<file path="src/hw/rtl/cwc_pkg.sv">
package cwc_pkg;

    localparam int DEF_FRAC_BITS       = 12;
    localparam int DEF_WINDOW_INT_BITS = 12;

    localparam int BETA_BITS     = 12;
    localparam int FACTOR_W      = BETA_BITS + 1;
    localparam int CFG_IDX_W     = 3;
    localparam int IN_FLIGHT_W   = 16;
    localparam int SEQ_W         = 32;
    localparam int THR_RESET_INT = 128;

    localparam logic [FACTOR_W-1:0] DEF_DECREASE_FACTOR = FACTOR_W'(2048);

    localparam logic [1:0] OP_SEND    = 2'd0;
    localparam logic [1:0] OP_DATA    = 2'd1;
    localparam logic [1:0] OP_TIMEOUT = 2'd2;
    localparam logic [1:0] OP_NACK    = 2'd3;

    localparam logic [1:0] MODE_AIMD = 2'd0;
    localparam logic [1:0] MODE_ECP  = 2'd1;
    localparam logic [1:0] MODE_NONE = 2'd2;

    localparam logic [CFG_IDX_W-1:0] CFG_ALGORITHM_MODE    = 3'd0;
    localparam logic [CFG_IDX_W-1:0] CFG_DECREASE_FACTOR   = 3'd1;
    localparam logic [CFG_IDX_W-1:0] CFG_ECP_FAST_INCREASE = 3'd2;
    localparam logic [CFG_IDX_W-1:0] CFG_INITIAL_WINDOW    = 3'd3;
    localparam logic [CFG_IDX_W-1:0] CFG_FLOOR_TO_INITIAL  = 3'd4;

    typedef enum logic [2:0] {
        S_IDLE,
        S_EXEC,
        S_DIV,
        S_GROW,
        S_SHRINK,
        S_DONE
    } t_state;

    typedef struct packed {
        logic in_ready;
        logic bookkeep;
        logic rp_update;
        logic shrink;
        logic grow_const;
        logic div_start;
        logic div_step;
        logic grow_recip;
        logic load_out;
    } t_cmd;

    typedef struct packed {
        logic [1:0] opcode;
        logic [1:0] mode;
        logic       nack_cong;
        logic       fast;
        logic       win_lt_thr;
        logic       shrink_ok;
        logic       div_last;
        logic       out_free;
    } t_status;

endpackage

</file>
<file path="src/hw/rtl/cwc_ctrl.sv">
module cwc_ctrl
    import cwc_pkg::*;
(
    input  logic    i_clk,
    input  logic    i_rst_n,
    input  logic    i_in_valid,
    input  t_status i_status,
    output t_cmd    o_cmd
);

    t_state r_state;
    t_state n_state;

    always_ff @(posedge i_clk) begin
        if (!i_rst_n) begin
            r_state <= S_IDLE;
        end else begin
            r_state <= n_state;
        end
    end

    always_comb begin
        n_state = r_state;
        o_cmd   = '0;
        case (r_state)
            S_IDLE: begin
                o_cmd.in_ready = 1'b1;
                if (i_in_valid) begin
                    n_state = S_EXEC;
                end
            end
            S_EXEC: begin
                o_cmd.bookkeep = 1'b1;
                n_state        = S_DONE;
                case (i_status.opcode)
                    OP_DATA: begin
                        if (i_status.mode == MODE_AIMD) begin
                            if (i_status.win_lt_thr) begin
                                o_cmd.grow_const = 1'b1;
                            end else begin
                                o_cmd.div_start = 1'b1;
                                n_state         = S_DIV;
                            end
                        end else if (i_status.mode == MODE_ECP) begin
                            if (i_status.fast) begin
                                o_cmd.grow_const = 1'b1;
                            end else begin
                                o_cmd.div_start = 1'b1;
                                n_state         = S_DIV;
                            end
                        end
                    end
                    OP_TIMEOUT: begin
                        if (i_status.shrink_ok) begin
                            o_cmd.rp_update = 1'b1;
                            n_state         = S_SHRINK;
                        end
                    end
                    OP_NACK: begin
                        if (i_status.mode == MODE_AIMD && i_status.nack_cong &&
                            i_status.shrink_ok) begin
                            o_cmd.rp_update = 1'b1;
                            n_state         = S_SHRINK;
                        end
                    end
                    default: begin
                    end
                endcase
            end
            S_DIV: begin
                o_cmd.div_step = 1'b1;
                if (i_status.div_last) begin
                    n_state = S_GROW;
                end
            end
            S_GROW: begin
                o_cmd.grow_recip = 1'b1;
                n_state          = S_DONE;
            end
            S_SHRINK: begin
                o_cmd.shrink = 1'b1;
                n_state      = S_DONE;
            end
            S_DONE: begin
                if (i_status.out_free) begin
                    o_cmd.load_out = 1'b1;
                    n_state        = S_IDLE;
                end
            end
            default: begin
                n_state = S_IDLE;
            end
        endcase
    end

endmodule

</file>
<file path="src/hw/rtl/cwc_datapath.sv">
module cwc_datapath
    import cwc_pkg::*;
#(
    parameter  int FRAC_BITS       = DEF_FRAC_BITS,
    parameter  int WINDOW_INT_BITS = DEF_WINDOW_INT_BITS,
    localparam int WIN_W           = WINDOW_INT_BITS + FRAC_BITS,
    localparam int CFG_W           = (WIN_W > FACTOR_W) ? WIN_W : FACTOR_W,
    localparam int OUT_W           = 2 * WIN_W + IN_FLIGHT_W + 1,
    localparam int OUT_TW          = ((OUT_W + 7) / 8) * 8
)
(
    input  logic                 i_clk,
    input  logic                 i_rst_n,
    input  t_cmd                 i_cmd,
    output t_status              o_status,
    input  logic                 i_cfg_valid,
    input  logic [CFG_IDX_W-1:0] i_cfg_index,
    input  logic [CFG_W-1:0]     i_cfg_data,
    input  logic                 i_in_valid,
    input  logic [SEQ_W-1:0]     i_in_seq,
    input  logic [3:0]           i_in_user,
    output logic                 o_out_valid,
    input  logic                 i_out_ready,
    output logic [OUT_TW-1:0]    o_out_data
);

    localparam int NUM_W = 2 * FRAC_BITS + 1;
    localparam int MAX_W = (NUM_W > WIN_W) ? NUM_W : WIN_W;
    localparam int CNT_W = $clog2(NUM_W);
    localparam int CMP_W = (IN_FLIGHT_W > WINDOW_INT_BITS) ? IN_FLIGHT_W : WINDOW_INT_BITS;
    localparam int PROD_W = WIN_W + FACTOR_W;

    localparam logic [WIN_W-1:0] WIN_MAX      = {WIN_W{1'b1}};
    localparam logic [WIN_W-1:0] FX_ONE       = WIN_W'(1) << FRAC_BITS;
    localparam logic [WIN_W-1:0] THR_RESET    = WIN_W'(THR_RESET_INT) << FRAC_BITS;
    localparam logic [WIN_W-1:0] INC_AIMD_FAV = WIN_W'((6 << FRAC_BITS) / 5);
    localparam logic [WIN_W-1:0] INC_ECP_FAV  = WIN_W'(3) << (FRAC_BITS - 2);
    localparam logic [WIN_W-1:0] INC_ECP      = WIN_W'(1) << (FRAC_BITS - 1);
    localparam logic [NUM_W-1:0] NUM_ONE      = NUM_W'(1) << (2 * FRAC_BITS);
    localparam logic [NUM_W-1:0] NUM_FAV      = NUM_W'(5) << (2 * FRAC_BITS - 2);
    localparam logic [CNT_W-1:0] CNT_LAST     = CNT_W'(NUM_W - 1);
    localparam logic [IN_FLIGHT_W-1:0] IN_FLIGHT_MAX = {IN_FLIGHT_W{1'b1}};

    logic [1:0]           r_mode;
    logic [FACTOR_W-1:0]  r_factor;
    logic                 r_fast;
    logic [WIN_W-1:0]     r_init;
    logic                 r_floor;

    logic [1:0]           r_op;
    logic [SEQ_W-1:0]     r_seq;
    logic                 r_fav;
    logic                 r_cong;

    logic [WIN_W-1:0]       r_window;
    logic [WIN_W-1:0]       r_thr;
    logic [IN_FLIGHT_W-1:0] r_in_flight;
    logic [SEQ_W-1:0]       r_highest;
    logic [SEQ_W-1:0]       r_recovery;
    logic [SEQ_W-1:0]       r_next_seq;

    logic [PROD_W-1:0]    r_prod;
    logic [NUM_W-1:0]     r_num;
    logic [NUM_W-1:0]     r_quo;
    logic [WIN_W-1:0]     r_rem;
    logic [CNT_W-1:0]     r_div_cnt;

    logic                 r_out_valid;
    logic [OUT_W-1:0]     r_out;

    logic [WIN_W:0]       trial;
    logic                 trial_ge;
    logic [WIN_W-1:0]     const_inc;
    logic [WIN_W-1:0]     recip_inc;
    logic [WIN_W-1:0]     grow_inc;
    logic [WIN_W:0]       grow_sum;
    logic [WIN_W-1:0]     grow_win;
    logic [WIN_W-1:0]     win_half;
    logic [WIN_W+2:0]     win_x7;
    logic [WIN_W:0]       beta_raw;
    logic [WIN_W-1:0]     beta_win;
    logic [WIN_W-1:0]     cut_win;
    logic [WIN_W-1:0]     floor_win;
    logic                 may_send;
    logic                 out_free;

    always_ff @(posedge i_clk) begin
        if (!i_rst_n) begin
            r_mode   <= MODE_AIMD;
            r_factor <= DEF_DECREASE_FACTOR;
            r_fast   <= 1'b1;
            r_init   <= FX_ONE;
            r_floor  <= 1'b0;
        end else if (i_cfg_valid) begin
            case (i_cfg_index)
                CFG_ALGORITHM_MODE:    r_mode   <= i_cfg_data[1:0];
                CFG_DECREASE_FACTOR:   r_factor <= i_cfg_data[FACTOR_W-1:0];
                CFG_ECP_FAST_INCREASE: r_fast   <= i_cfg_data[0];
                CFG_INITIAL_WINDOW:    r_init   <= i_cfg_data[WIN_W-1:0];
                CFG_FLOOR_TO_INITIAL:  r_floor  <= i_cfg_data[0];
                default: begin
                end
            endcase
        end
    end

    always_ff @(posedge i_clk) begin
        if (i_in_valid && i_cmd.in_ready) begin
            r_op   <= i_in_user[1:0];
            r_fav  <= i_in_user[2];
            r_cong <= i_in_user[3];
            r_seq  <= i_in_seq;
        end
    end

    // divider step: restoring, one quotient bit per cycle
    assign trial    = {r_rem, r_num[NUM_W-1]};
    assign trial_ge = (trial >= {1'b0, r_window});

    always_ff @(posedge i_clk) begin
        r_prod <= PROD_W'(r_window) * PROD_W'(r_factor);
        if (i_cmd.div_start) begin
            r_num     <= r_fav ? NUM_FAV : NUM_ONE;
            r_quo     <= '0;
            r_rem     <= '0;
            r_div_cnt <= '0;
        end else if (i_cmd.div_step) begin
            r_num     <= {r_num[NUM_W-2:0], 1'b0};
            r_quo     <= {r_quo[NUM_W-2:0], trial_ge};
            r_rem     <= trial_ge ? WIN_W'(trial - {1'b0, r_window}) : trial[WIN_W-1:0];
            r_div_cnt <= r_div_cnt + CNT_W'(1);
        end
    end

    always_comb begin
        if (r_mode == MODE_AIMD) begin
            const_inc = r_fav ? INC_AIMD_FAV : FX_ONE;
        end else begin
            const_inc = r_fav ? INC_ECP_FAV : INC_ECP;
        end
        if (r_window == '0 || MAX_W'(r_quo) > MAX_W'(WIN_MAX)) begin
            recip_inc = WIN_MAX;
        end else begin
            recip_inc = r_quo[WIN_W-1:0];
        end
        grow_inc = i_cmd.grow_recip ? recip_inc : const_inc;
        grow_sum = {1'b0, r_window} + {1'b0, grow_inc};
        grow_win = grow_sum[WIN_W] ? WIN_MAX : grow_sum[WIN_W-1:0];

        win_half = {1'b0, r_window[WIN_W-1:1]};
        win_x7   = {r_window, 3'b000} - {3'b000, r_window};
        beta_raw = r_prod[PROD_W-1:BETA_BITS];
        beta_win = beta_raw[WIN_W] ? WIN_MAX : beta_raw[WIN_W-1:0];

        case (r_mode)
            MODE_AIMD: cut_win = (r_op == OP_NACK) ? win_half : beta_win;
            MODE_ECP:  cut_win = (r_op == OP_NACK) ? win_x7[WIN_W+2:3] : win_half;
            default:   cut_win = r_window;
        endcase

        if (r_floor && cut_win < r_init) begin
            floor_win = r_init;
        end else if (cut_win < FX_ONE) begin
            floor_win = FX_ONE;
        end else begin
            floor_win = cut_win;
        end
    end

    always_ff @(posedge i_clk) begin
        if (!i_rst_n) begin
            r_window    <= FX_ONE;
            r_thr       <= THR_RESET;
            r_in_flight <= '0;
            r_highest   <= '0;
            r_recovery  <= '0;
            r_next_seq  <= '0;
        end else begin
            if (i_cmd.bookkeep) begin
                case (r_op)
                    OP_SEND: begin
                        if (r_in_flight != IN_FLIGHT_MAX) begin
                            r_in_flight <= r_in_flight + IN_FLIGHT_W'(1);
                        end
                        r_next_seq <= r_seq + SEQ_W'(1);
                    end
                    OP_DATA: begin
                        if (r_in_flight != '0) begin
                            r_in_flight <= r_in_flight - IN_FLIGHT_W'(1);
                        end
                        if (r_highest < r_seq) begin
                            r_highest <= r_seq;
                        end
                    end
                    OP_TIMEOUT: begin
                        if (r_in_flight != '0) begin
                            r_in_flight <= r_in_flight - IN_FLIGHT_W'(1);
                        end
                    end
                    default: begin
                    end
                endcase
            end
            if (i_cmd.rp_update) begin
                r_recovery <= r_next_seq;
            end
            if (i_cmd.grow_const || i_cmd.grow_recip) begin
                r_window <= grow_win;
            end
            if (i_cmd.shrink) begin
                r_window <= floor_win;
                if (r_mode == MODE_AIMD) begin
                    r_thr <= cut_win;
                end
            end
        end
    end

    assign may_send = (CMP_W'(r_in_flight) < CMP_W'(r_window[WIN_W-1:FRAC_BITS]));
    assign out_free = !r_out_valid || i_out_ready;

    always_ff @(posedge i_clk) begin
        if (!i_rst_n) begin
            r_out_valid <= 1'b0;
        end else if (i_cmd.load_out) begin
            r_out_valid <= 1'b1;
        end else if (i_out_ready) begin
            r_out_valid <= 1'b0;
        end
    end

    always_ff @(posedge i_clk) begin
        if (i_cmd.load_out) begin
            r_out <= {may_send, r_in_flight, r_thr, r_window};
        end
    end

    assign o_out_valid = r_out_valid;
    assign o_out_data  = OUT_TW'(r_out);

    assign o_status.opcode     = r_op;
    assign o_status.mode       = r_mode;
    assign o_status.nack_cong  = r_cong;
    assign o_status.fast       = r_fast;
    assign o_status.win_lt_thr = (r_window < r_thr);
    assign o_status.shrink_ok  = (r_highest > r_recovery);
    assign o_status.div_last   = (r_div_cnt == CNT_LAST);
    assign o_status.out_free   = out_free;

endmodule

</file>
<file path="src/hw/rtl/congestion_window_controller_unit.sv">
// Congestion window controller: AIMD window with slow start, ECP window, or no growth (mode none).
// Input stream: one item per packet event. tuser carries opcode (send, data,
// timeout, nack), priority class and congestion-nack flag; tdata carries the
// sequence number. Every accepted item yields exactly one result on the
// output stream: window, slow-start threshold, in-flight count and may_send.
// Configuration channel: register index plus data, always ready; write it
// only while no item is in progress.
// A send, a constant-step data item, and a timeout or nack without a window
// cut pass the EXEC and DONE states; a window cut adds SHRINK, and a
// reciprocal increase adds DIV and GROW, in which the restoring divider
// produces one quotient bit per cycle.
// One item is worked on at a time; the next is accepted in the cycle after the
// result is registered. The output register frees the core: a new item is
// taken while a result waits, and a finished result waits in the core only
// if the receiver still stalls the previous one. Reset (synchronous, active
// low) restores window to 1.0, threshold to 128.0, counters and sequences to
// zero and the configuration registers to their defaults.
module congestion_window_controller_unit
    import cwc_pkg::*;
#(
    parameter  int FRAC_BITS       = DEF_FRAC_BITS,
    parameter  int WINDOW_INT_BITS = DEF_WINDOW_INT_BITS,
    localparam int WIN_W           = WINDOW_INT_BITS + FRAC_BITS,
    localparam int CFG_W           = (WIN_W > FACTOR_W) ? WIN_W : FACTOR_W,
    localparam int OUT_W           = 2 * WIN_W + IN_FLIGHT_W + 1,
    localparam int OUT_TW          = ((OUT_W + 7) / 8) * 8
)
(
    input  logic                 i_clk,
    input  logic                 i_rst_n,
    input  logic                 i_cfg_valid,
    output logic                 o_cfg_ready,
    input  logic [CFG_IDX_W-1:0] i_cfg_index,
    input  logic [CFG_W-1:0]     i_cfg_data,
    input  logic                 i_s_axis_tvalid,
    output logic                 o_s_axis_tready,
    // seq_number
    input  logic [SEQ_W-1:0]     i_s_axis_tdata,
    // opcode[1:0], priority_class, nack_congestion
    input  logic [3:0]           i_s_axis_tuser,
    output logic                 o_m_axis_tvalid,
    input  logic                 i_m_axis_tready,
    // window_now, threshold_now, in_flight_now, may_send, zero pad
    output logic [OUT_TW-1:0]    o_m_axis_tdata
);

    t_cmd    cmd;
    t_status status;

    cwc_ctrl u_ctrl (
        .i_clk      (i_clk),
        .i_rst_n    (i_rst_n),
        .i_in_valid (i_s_axis_tvalid),
        .i_status   (status),
        .o_cmd      (cmd)
    );

    cwc_datapath #(
        .FRAC_BITS       (FRAC_BITS),
        .WINDOW_INT_BITS (WINDOW_INT_BITS)
    ) u_datapath (
        .i_clk       (i_clk),
        .i_rst_n     (i_rst_n),
        .i_cmd       (cmd),
        .o_status    (status),
        .i_cfg_valid (i_cfg_valid),
        .i_cfg_index (i_cfg_index),
        .i_cfg_data  (i_cfg_data),
        .i_in_valid  (i_s_axis_tvalid),
        .i_in_seq    (i_s_axis_tdata),
        .i_in_user   (i_s_axis_tuser),
        .o_out_valid (o_m_axis_tvalid),
        .i_out_ready (i_m_axis_tready),
        .o_out_data  (o_m_axis_tdata)
    );

    assign o_cfg_ready     = 1'b1;
    assign o_s_axis_tready = cmd.in_ready;

endmodule
</file>
<file path="config.mk">
export PLATFORM = sky130hd
export DESIGN_NAME = congestion_window_controller_unit
export DESIGN_NICKNAME = d
export VERILOG_FILES = /design/src/hw/rtl/cwc_pkg.sv /design/src/hw/rtl/cwc_ctrl.sv /design/src/hw/rtl/cwc_datapath.sv /design/src/hw/rtl/congestion_window_controller_unit.sv
export SDC_FILE = /design/constraint.sdc
export NUM_CORES = 2
export LEC_CHECK = 0
export ABC_AREA = 1
export BUFFER_PORTS_ARGS = -buffer_cell sky130_fd_sc_hd__buf_4
export CAP_MARGIN = 10
export CORE_MARGIN = 5
export CORE_UTILIZATION = 45
export CTS_CLUSTER_DIAMETER = 100
export DETAILED_ROUTE_END_ITERATION = 10
export PLACE_DENSITY = 0.63
export SLEW_MARGIN = 15
export SYNTH_ARGS = -nofsm -noshare
export SYNTH_HDL_FRONTEND = slang
export SYNTH_SLANG_ARGS = --single-unit
export TNS_END_PERCENT = 10
</file>
<file path="constraint.sdc">
create_clock -name i_clk -period 7.5 [get_ports i_clk]
set_input_delay 1.125 -clock i_clk [delete_from_list [all_inputs] [get_ports i_clk]]
set_output_delay 1.125 -clock i_clk [all_outputs]
set_load 0.05 [all_outputs]
</file>
==> results.md <==
- Among all cell types in the netlist, the one instantiated most often is sky130_fd_sc_hd__nand2_1.
- The required time at the worst-slack endpoint is 8020 ps.
- The worst hold path passes through 2 cells.
- At the worst endpoint, the arrival time is 6680 ps.
- The flop and latch count out of synthesis is 388.
- The per-instance average area after synthesis is 7.44 um2.
- The total of buffers placed on input and output ports is 134.
- The highest clock frequency the design can meet is 162 MHz.
- The minimum setup slack in the final design is 1330 ps.
- The number of CTS-inserted buffers is 48.
- After routing the design area is 37,100 um2.
- The static leakage is 0.0193 uW.
- The largest net degree at the start of global routing is 74.
- The final antenna-violating net count is 0.
- The overall power of the completed layout is 14,100 uW.
- For the pin with the worst max-slew slack, the measured transition is 1300 ps.
- Yosys attributes the largest share of cell area to sky130_fd_sc_hd__dfxtp_1 (17%), sky130_fd_sc_hd__fa_1 (15%), sky130_fd_sc_hd__ha_1 (11%).
- The flow ran to the end, and the final reports show no timing, DRC or antenna violations.
- The area growth from synthesis to layout is 10.9%.
- The overall fraction of global-route tracks in use is 25.8%.
- The min-delay analysis places its worst path in the category flop to flop.
- In this run the tightest slew margin relative to its limit is 13.5%.
- The number of detailed-routing iterations run before antenna repair is 6.
- The initial detailed-routing violation count is 2,648.
- The count of unique library cells instantiated by Yosys is 60.
- The total placed cells including tap cells is 5,477.
- The wire length on met1 is 45,300 um.
- The final hold violation count was 0.
- The die covers 79,900 um2.
- The post-route fraction of the period consumed by the critical path is 82.2%.
- The clock-pin transition on the worst setup and hold timing paths is 60 ps.
- The number of cell instances on the worst register-to-register path is 19.
- Using the TritonRoute via totals, the vias-per-cell ratio works out to 5.34.
- The sum of negative setup slack is 0 ps.
- The final weighted congestion in routability-driven placement is 0.942.
- Walking the worst path, the cells encountered are nand2_1, fa_1, inv_1, fa_1, fa_1, fa_1, inv_1, fa_1, inv_1, ha_1, nand2_1, nor2_1, inv_1, nor3_1, nand2_1, o21ai_0, nand3_1, o211ai_1, xor2_1.
- The worst hold path terminates at u_datapath.r_recovery[0]$_SDFFE_PN0P_.
- The routed via count is 29,800.
- The floorplan has 100 rows.
- The startpoint type of the worst setup path is a flop.
- The count of maximum capacitance violations is 0.
- For this run, the register share of the synthesized area comes to 26.3%.
- The post-route clock skew is 30.1 ps.
- The total overflow left after global routing is 0.
- The number of buffers added to fix hold violations after cts is 0.
- The number of post-CTS setup repair buffers is 0.
- The cell seen most often among critical-path stages is sky130_fd_sc_hd__fa_1.
- The kind of end point of the critical path is a flop.
- The filler cell count in the final layout is 7,354.
- The startpoint of the most critical register-to-register path is u_datapath.r_factor[6]$_SDFFE_PN0P_.
- The area fraction of the dominant cell type after synthesis is 17.0%.
- The count of placed standard cells in the final layout, fillers left out is 5,567.
- At the end of the flow, the number of nets in the layout was 5,159.
- The synthesized design contains 104 enable-type register cells.
- Setup repair after global routing left no endpoint under its margin.
- The H-tree was split into 2 levels.
- The critical-path cell with the highest stage delay is sky130_fd_sc_hd__dfxtp_1.
- The count of warnings emitted by yosys is 0.
- The remaining routing DRC violations is 0.
- The total setup violations reported at the end of the flow is 0.
- The highest metal layer used by the detailed router is met5.
- The wire length on met3 is 8210 um.
- The TritonCTS clock tree is built.
- The core region is 74,100 um2.
- The post-cts gate resize count is 0.
- No sink is reached through more buffers than the 3 on the longest clock path.
- The post-route minimum period is 6170 ps.
- The hold path startpoint is u_datapath.r_recovery[0]$_SDFFE_PN0P_.
- Sorting the synthesized cells by how often they occur yields sky130_fd_sc_hd__nand2_1 (936), sky130_fd_sc_hd__inv_1 (903), sky130_fd_sc_hd__a21oi_1 (405), sky130_fd_sc_hd__ha_1 (289), sky130_fd_sc_hd__o21ai_0 (289).
- For this run, the slowest stage of the critical path takes 1150 ps.
- Summing all placed instances gives a cell area of 35,400 um2.
- The first-pass GRT wire length is 162,000 um.
- The via count of the first global-routing pass was 28,700.
- In this run the power density over the cells is 379 nW/um2.
- The die height is 283 um.
- Summing every instance area after synthesis gives 33,500 um2.
- The average routed wire per standard cell is 18.8 um.
- At the later pin of the worst-skew pair, clock insertion delay measures 610 ps.
- The cell at the root of the clock tree is sky130_fd_sc_hd__clkbuf_16.
- The maximum resistive drop on vdd is 0.000214 V.
- Cells with a size suffix above 1 make up 7.09% of the layout.
- The final wirelength is 105,000 um.
- The die extent in x is 283 um.
- The starting density of the core is 45.2%.
- Across all register-to-register paths, the minimum setup slack is 1330 ps.
- The detailed route wirelength on metal2 is 47,600 um.
- The synthesized instance count is 4,500.
- The share of async-settable or async-resettable flops after synthesis is 0%.
- The kind of critical path is flop to flop.
- The most frequently used flop master after synthesis is sky130_fd_sc_hd__dfxtp_1.
- The count of boundary I/O pins is 143.
- The count of final max-slew check failures is 0.
- The initial antenna violation count is 6.
- The clock net sink count is 388.
- Timing analysis after detailed placement gives a worst setup slack of 1410 ps.
- The maximum fanout encountered on the critical timing path is 25.
- The post-synthesis cell type with the largest combined area is sky130_fd_sc_hd__dfxtp_1.
- The worst register-to-register path ends at u_datapath.r_prod[33]$_DFF_P_.
- The detailed placement HPWL is 79,400 um.
==> kinds of logic (layout without fill, tap and decap cells) <==
kind of cell / Yosys count / after routing / synth area share, %
xor gates and xnor gates: 92 / 92 / 2.41
AOI/OAI and AO/OA: 885 / 885 / 14.6
DFF: 388 / 388 / 26.3
adders and majority gates: 533 / 533 / 25.4
other: 2 / 9 / 0.0224
buffers and inverters: 1113 / 1204 / 12.8
and+or+nand+nor: 1487 / 1487 / 18.4
==> area by class of cell <==
cell class | instances | area (um2) | share of cell area [%]
inverters | 913 | 3430 | 9.24
multi-input cells | 3005 | 20400 | 55.0
well taps | 969 | 1210 | 3.27
diodes | 1 | 2.50 | 0.00675
clock buffers | 57 | 1300 | 3.49
repair buffers | 202 | 1520 | 4.09
flip-flops and latches | 388 | 8810 | 23.7
clock inverters | 32 | 413 | 1.11
==> metrics by stage <==
stage                     hold WS [ps]  util, %
after floorplan                    408        -
after global placement             444     47.8
after detailed placement           446     47.8
after CTS                          458     50.1
after global routing               473     50.1
final                              453     50.1
==> placed cells by master (no fill, tap or decap), types with 7 or more instances in the layout <==
| cell | synthesis | routed |
|---|---|---|
| sky130_fd_sc_hd__edfxtp_1 | 104 | 104 |
| sky130_fd_sc_hd__a22oi_1 | 43 | 43 |
| sky130_fd_sc_hd__o21a_1 | 11 | 11 |
| sky130_fd_sc_hd__xnor2_1 | 37 | 37 |
| sky130_fd_sc_hd__o31ai_1 | 9 | 9 |
| sky130_fd_sc_hd__clkinv_1 | 6 | 10 |
| sky130_fd_sc_hd__bufinv_16 | 0 | 7 |
| sky130_fd_sc_hd__a21o_1 | 17 | 17 |
| sky130_fd_sc_hd__conb_1 | 2 | 8 |
| sky130_fd_sc_hd__nand4_1 | 48 | 48 |
| sky130_fd_sc_hd__clkbuf_16 | 0 | 49 |
| sky130_fd_sc_hd__nor3_1 | 39 | 36 |
| sky130_fd_sc_hd__nand2_1 | 936 | 936 |
| sky130_fd_sc_hd__o22ai_1 | 26 | 26 |
| sky130_fd_sc_hd__a21oi_1 | 405 | 405 |
| sky130_fd_sc_hd__inv_1 | 903 | 902 |
| sky130_fd_sc_hd__fa_1 | 244 | 244 |
| sky130_fd_sc_hd__ha_1 | 289 | 289 |
| sky130_fd_sc_hd__dfxtp_1 | 284 | 283 |
| sky130_fd_sc_hd__o21ai_1 | 11 | 10 |
| sky130_fd_sc_hd__xor2_1 | 55 | 55 |
| sky130_fd_sc_hd__nand3b_1 | 8 | 8 |
| sky130_fd_sc_hd__o211ai_1 | 21 | 21 |
| sky130_fd_sc_hd__clkinv_2 | 0 | 11 |
| sky130_fd_sc_hd__nor2_1 | 258 | 256 |
| sky130_fd_sc_hd__nand3_1 | 153 | 153 |
| sky130_fd_sc_hd__nor4_1 | 13 | 13 |
| sky130_fd_sc_hd__or2_2 | 8 | 8 |
| sky130_fd_sc_hd__buf_4 | 10 | 202 |
| sky130_fd_sc_hd__a31oi_1 | 19 | 19 |
| sky130_fd_sc_hd__o21ai_0 | 289 | 289 |
==> worst max-delay path, delay by kind of cell, from the launching register on <==
family,cells,cell delay [ps]
adder cells (fa/ha/maj),6,2980
XOR/XNOR,1,150
flip-flops,1,1150
buffers and inverters,4,190
AO/OA/AOI/OAI,2,780
AND/OR/NAND/NOR,6,830
==> sequential cells by signal (all words and copies together) (netlist names), 5 cells and up <==
register,flops
u_datapath.r_out,65
u_datapath.r_highest,32
u_datapath.r_next_seq,32
u_datapath.r_recovery,32
u_datapath.r_seq,32
u_datapath.r_prod,25
u_datapath.r_quo,25
u_datapath.r_init,24
u_datapath.r_rem,24
u_datapath.r_thr,24
u_datapath.r_window,24
u_datapath.r_in_flight,16
u_datapath.r_factor,13
u_datapath.r_div_cnt,5
==> routing by layer <==
layer,vias to the layer above,GRT usage (%)
li1,14400,-
met4,6,8.16
met2,1036,42.1
met1,14100,35.2
met3,226,4.66
met5,-,0
==> report_power, final <==
group / switching [uW] / internal [uW] / total (uW)
Clock: 1010 / 1490 / 2500
Combinational: 5440 / 2700 / 8140
Sequential: 722 / 2700 / 3420
Total: 7170 / 6890 / 14100
==> worst max-delay path by stage <==
stage,startpoint,end,slack [ps]
2_1_floorplan,i_m_axis_tready,u_datapath.r_out[0]$_DFFE_PP_,1320
3_3_place_gp,u_datapath.r_factor[6]$_SDFFE_PN0P_,u_datapath.r_prod[33]$_DFF_P_,1480
3_5_place_dp,u_datapath.r_factor[6]$_SDFFE_PN0P_,u_datapath.r_prod[33]$_DFF_P_,1410
4_1_cts,u_datapath.r_factor[6]$_SDFFE_PN0P_,u_datapath.r_prod[33]$_DFF_P_,1380
5_1_grt,u_datapath.r_factor[6]$_SDFFE_PN0P_,u_datapath.r_prod[33]$_DFF_P_,990
6_report,u_datapath.r_factor[6]$_SDFFE_PN0P_,u_datapath.r_prod[33]$_DFF_P_,1330
Note: power is estimated with default switching activity, not from simulation.
